--- config.mk ---
export PLATFORM = sky130hd
export DESIGN_NAME = npcs_dist_unit
export DESIGN_NICKNAME = d
export VERILOG_FILES = /design/src/design/npcs_pkg.sv /design/src/design/npcs_dist_unit.sv
export SDC_FILE = /design/constraint.sdc
export NUM_CORES = 1
export LEC_CHECK = 0
export BUFFER_PORTS_ARGS = -buffer_cell sky130_fd_sc_hd__buf_2
export CAP_MARGIN = 30
export CORE_MARGIN = 2
export CORE_UTILIZATION = 40
export CTS_CLUSTER_DIAMETER = 80
export CTS_CLUSTER_SIZE = 20
export DETAILED_ROUTE_END_ITERATION = 12
export HOLD_SLACK_MARGIN = 0.12
export PLACE_DENSITY = 0.68
export SKIP_LAST_GASP = 1
export SLEW_MARGIN = 15
export SYNTH_ARGS = -nofsm -noshare
export SYNTH_HDL_FRONTEND = slang
export SYNTH_SLANG_ARGS = --single-unit
--- constraint.sdc ---
create_clock -name clk -period 9.3 [get_ports clk]
set_input_delay 1.86 -clock clk [delete_from_list [all_inputs] [get_ports clk]]
set_output_delay 1.86 -clock clk [all_outputs]
set_load 0.005 [all_outputs]
--- src/design/npcs_pkg.sv ---
`timescale 1ns / 1ps
`default_nettype none

package npcs_pkg;

    localparam int NPCS_DEPTH = 256;

    localparam int DIST_W = 18;
    localparam int BEST_W = 19;

    localparam logic [BEST_W-1:0] DIST_START = 19'h40000;
    localparam logic [7:0] GROUP_MASK = 8'h18;
    localparam logic [7:0] GROUP_LOW  = 8'h08;
    localparam logic [7:0] GROUP_HIGH = 8'h10;
    localparam logic [7:0] GROUP_STEP = 8'h08;
    localparam logic [7:0] NO_INDEX   = 8'hFF;
    localparam logic [3:0] MAX_BITS   = 4'd8;

    localparam logic REQ_LOAD  = 1'b0;
    localparam logic REQ_QUERY = 1'b1;

    localparam logic CFG_INDEX_BITS = 1'b0;
    localparam logic CFG_SWIZZLE    = 1'b1;

    typedef enum logic [1:0] {
        ST_IDLE,
        ST_SCAN,
        ST_WAIT
    } npcs_state_t;

    // Travels with each palette read through the distance pipeline.
    typedef struct packed {
        logic       valid;
        logic       zero;
        logic [7:0] idx;
    } npcs_tag_t;

endpackage

`default_nettype wire

--- src/design/npcs_dist_unit.sv ---
`timescale 1ns / 1ps
`default_nettype none

module npcs_dist_unit (
    input  logic                      clk,
    input  logic                      rst_n,
    input  logic [31:0]               entry,
    input  logic [31:0]               color,
    input  npcs_pkg::npcs_tag_t       tag_in,
    output logic [npcs_pkg::DIST_W-1:0] sum,
    output npcs_pkg::npcs_tag_t       tag_out,
    output logic                      active
);

    import npcs_pkg::*;

    logic [15:0]       sq_reg [4];
    logic [DIST_W-1:0] sum_reg;
    npcs_tag_t         s1_tag_reg;
    npcs_tag_t         s2_tag_reg;
    logic [31:0]       ent;
    logic [7:0]        diff [4];

    // Out-of-range slot reads as zero.
    assign ent = tag_in.zero ? 32'd0 : entry;

    always_comb
    begin
        for (int c = 0; c < 4; c++)
        begin
            if (ent[8*c +: 8] > color[8*c +: 8])
            begin
                diff[c] = ent[8*c +: 8] - color[8*c +: 8];
            end
            else
            begin
                diff[c] = color[8*c +: 8] - ent[8*c +: 8];
            end
        end
    end

    // Stage 1: per-channel squares.
    always_ff @(posedge clk)
    begin
        for (int c = 0; c < 4; c++)
        begin
            sq_reg[c] <= diff[c] * diff[c];
        end
    end

    // Stage 2: four-way sum.
    always_ff @(posedge clk)
    begin
        sum_reg <= DIST_W'(sq_reg[0]) + DIST_W'(sq_reg[1])
                 + DIST_W'(sq_reg[2]) + DIST_W'(sq_reg[3]);
    end

    always_ff @(posedge clk or negedge rst_n)
    begin
        if (!rst_n)
        begin
            s1_tag_reg <= '0;
            s2_tag_reg <= '0;
        end
        else
        begin
            s1_tag_reg <= tag_in;
            s2_tag_reg <= s1_tag_reg;
        end
    end

    assign sum     = sum_reg;
    assign tag_out = s2_tag_reg;
    assign active  = s1_tag_reg.valid;

endmodule

`default_nettype wire

# Word-level counts from Yosys, hierarchy flattened
# Memory sizes are Yosys's and may differ from the RTL's.
# Cells that the tools add are included.
# Widths: inputs -> output; s select.
[word_totals]
register_bits = 38
wordCells = 32
out_inout_bits = 29
mem_bits_rw = 64
inputBits = 76
mem_count = 1
[op_classes]
mul = 4
add_sub_neg = 11
n_mux = 5
magnitude_cmp = 4
[mem_list]
columns = ["memory", "depth", "width", "rd", "rd_clocked_by_memory_dff", "write_ports", "line_no", "text"]
rows = [
  ["sq_reg", 4, 16, 4, 0, 4, "npcs_dist_unit.sv:17", "logic [15:0] sq_reg [4];"],
]
[op_table]
columns = ["operator", "n"]
rows = [
  ["$mul 8x8->16", 4],
  ["$sub 8x8->8", 8],
  ["$gt 8x8->1", 4],
  ["$mux 32", 1],
  ["$mux 8", 4],
  ["$add 17x16->18", 1],
  ["$add 18x16->18", 1],
  ["$add 16x16->17", 1],
]

# Logic depth before layout (Yosys ltp)
[depth]
ltp_word = 4
ltp_mapped = 29
mapped_depth_nobuf = 27

# Worst setup path after synthesis
# No wires, ideal clock.
[synth_path]
kind = "input to register"
startpoint = "input port tag_in[8] (netlist bit)"
endpoint = "memory sq_reg[3][12]"
setup_ps = 134
required_time_ps = 9166
path_stages = 27
slack_ps = 1468
arrival_time_ps = 7698
n_path_buf = 2
cell_sequence = "clkbuf_1 > nand2b_1 > ha_1 > inv_1 > fa_1 > a211o_1 > o2111ai_1 > a31oi_4 > mux2i_1 > xnor2_1 > clkbuf_1 > nor2_1 > inv_1 > fa_1 > inv_1 > fa_1 > inv_1 > fa_1 > fa_1 > inv_1 > ha_1 > inv_1 > nor2_1 > o31a_1 > o22ai_1 > and4b_1 > or4b_1"
[synth_lines]
columns = ["element", "line_no", "text"]
rows = [
  ["start, declared", "npcs_dist_unit.sv:9", "input npcs_pkg::npcs_tag_t tag_in,"],
  ["end, declared", "npcs_dist_unit.sv:17", ""],
]

==> results.md <==
* Synth area leader: fa_1
* Number of synthesized flops with an enable pin at 0
* Met2 routed WL at 12.28 mm
* Fin. max-slew vios at 0
* Status: finished clean
* Initial DRC Count at 371
* IO Count at 105
* RSZ-0062 raised after global routing: no
* Slowest cell on crit path: xor2_1
* Num rows at 65
* Predominant post-synthesis flop cell: dfxtp_1
* Area Overhead vs Synth at 9.760%
* FFs w/ async S/R, synth at 0.2041
* R2R setup slack at 5680 ps
* CP max stage delay at 600 ps
* Top cells by area, synth: fa_1, ha_1, dfxtp_1, inv_1, nor2_1
* Worst Skew at 4.438 ps
* Synthesis Warnings at 0
* Area of the mapped netlist at between 10,000 and 15,000 sq um
* Hold Fails Final Rpt at 0
* Core ar. at 31,390 sq um
* Slew @ Worst Pin at 781.7 ps
* Vias per cell at 4.941
* Synth cell count leaders: inv_1, ha_1, nor2_1
* Synth unique cells at 70
* Largest net degree at the start of global routing at 34
* CP Launch Type: primary input
* PortBufs at about 100
* Crit path buffers/inverters at 5
* All-Layer GR Usage at 0.1532
* Highest routed metal layer: met4
* CTS buffer count at 9
* Mean Syn Cell Area at 9.073 sq um
* Final Cycle Share at 0.9109
* Diodes inserted at 0
* TritonRoute pass-1 iters at 5
* Die Y at 181.9 microns
* # setup viols final at 0
* Post-route minimum period at 8471 ps
* Initial Utilization at 0.4035
* Routed Antenna Nets at 0
* Most frequent cell after synthesis: inv_1
* Final WL at 24.47 mm
* Die Width at 181.9 microns
* Clock sinks at just under 100
* Post-CTS Setup Bufs at 0
* CTS root buffer: clkbuf_16
* WL/cell at roughly 13 microns
* Share of cells above drive strength 1 at 0.1097
* Post-route setup TNS at 0 ps
* Synthesis-stage register bit count at 98
* TritonCTS clock tree: yes
* Routed met1 length at 11.11 mm
* Number of flip-flops in the largest register at 60
* Max Freq at 118.0 MHz
* Wire length on met3 at 817 microns
* Final #Nets at 1,899
* Post-CTS Hold Fix Bufs at 0
* Cells along the critical path: buf_2 > nand2b_1 > inv_1 > ha_1 > nand4_1 > o22ai_1 > a31o_1 > mux2i_1 > xor2_1 > or2_2 > inv_1 > fa_1 > fa_1 > inv_1 > fa_1 > fa_1 > inv_1 > ha_1 > o21a_1 > o31a_1 > o31ai_1 > o21ai_0 > xnor2_1
* CP delay by family, top: adder cells
* H-tree Lvls at 3
* WS Path Type: in -> reg
* CP Max Fanout at 33
* First-pass GRT wire length at 42.59 mm
* Vias at between 9,000 and 10,000
* Full die area at 33,100 sq um
* GRT overflow at 0
* Seq/Total Area, Yosys at 0.1628
* WP data arrival at 8720 ps
* Clock buffer depth at 2
* Max-Cap Viols at 0
* Post-route DRC at 0
* Initial antenna violation count at 0
* Hpwl dp at around 21 mm
* Synth top area share at 0.2181
* Clk Latency, worst-skew pair at 340 ps
* RePlAce Congestion at 0.8118
* Post-CTS sizing at 0
* Vias in the first global route at ~9,700
* Critical Path RT at 9550 ps
* Slew HR at 0.4639
* Clock slew at reported path FFs at 70 ps
* Kind of end point of the critical path: flip-flop
* Synth Instances at 1,396
* Type of the most critical hold path: reg -> reg
-- through the flow --
stage          instances  setup WS [ps]  instance area, sq um  hold slack (ps)  utilization
6_report            1897          828.7                 13900            348.4       0.4428
5_1_grt             1897          353.8                 13900            361.9       0.4428
4_1_cts             1896          791.0                 13900            345.4       0.4427
3_5_place_dp        1880          441.9                 13610            334.7       0.4336
3_3_place_gp        1880          598.8                 13610            331.5       0.4336
2_1_floorplan       1399           1468                 12680            331.2            -
-- path summary, 6_finish.rpt --
path,start,endpoint,depth (start not counted)
max,tag_in[8],sq_reg[0][14],23
min,s1_tag_reg[2],tag_out[2],0
max reg2reg,sq_reg[1][2],sum[17],12
min reg2reg,s1_tag_reg[2],tag_out[2],0
max in group asynchronous,rst_n,tag_out[9],1
min in group asynchronous,rst_n,s1_tag_reg[3],1
-- cell families after synthesis --
group | after synthesis | share of synthesized area
DFF | 98 | 0.1628
AOI/OAI and AO/OA | 224 | 0.1149
xor gates and xnor gates | 92 | 0.06806
muxes | 33 | 0.02914
buffers and inverters | 297 | 0.09059
other | 2 | 0.0005929
adders and majority gates | 333 | 0.4107
and+or+nand+nor | 317 | 0.1232
-- final cells by class --
type                       instances  area (sq um)
timing repair buffer             115         600.6
sequential                        98          2062
clock inverter                     7         60.06
tap                              402         503.0
clock buffer                       9         225.2
inverter                         262         983.4
multi-input combinational       1004          9468
fill                            3038         17490
-- cell usage in the layout, fill, tap and decap left out, types with 35 or more instances in the layout --
cell type  Yosys  layout
inv_1        258     258
ha_1         195     195
nor2_1       141     141
fa_1         138     138
buf_2         11     104
dfxtp_1       78      78
a21oi_1       73      73
xnor2_1       59      59
nand2_1       38      38
nand2b_1      37      37
a21o_1        35      35
-- routing by layer --
metal / vias to the layer above / track usage
li1: 4713 / -
met1: 4498 / 0.1922
met2: 145 / 0.2805
met3: 17 / 0.02387
met4: 0 / 0.02742
met5: - / 0
Power is left out: the tool's default activity adds up to more than one toggle a clock period on the data nets, which glitch-free logic cannot reach.
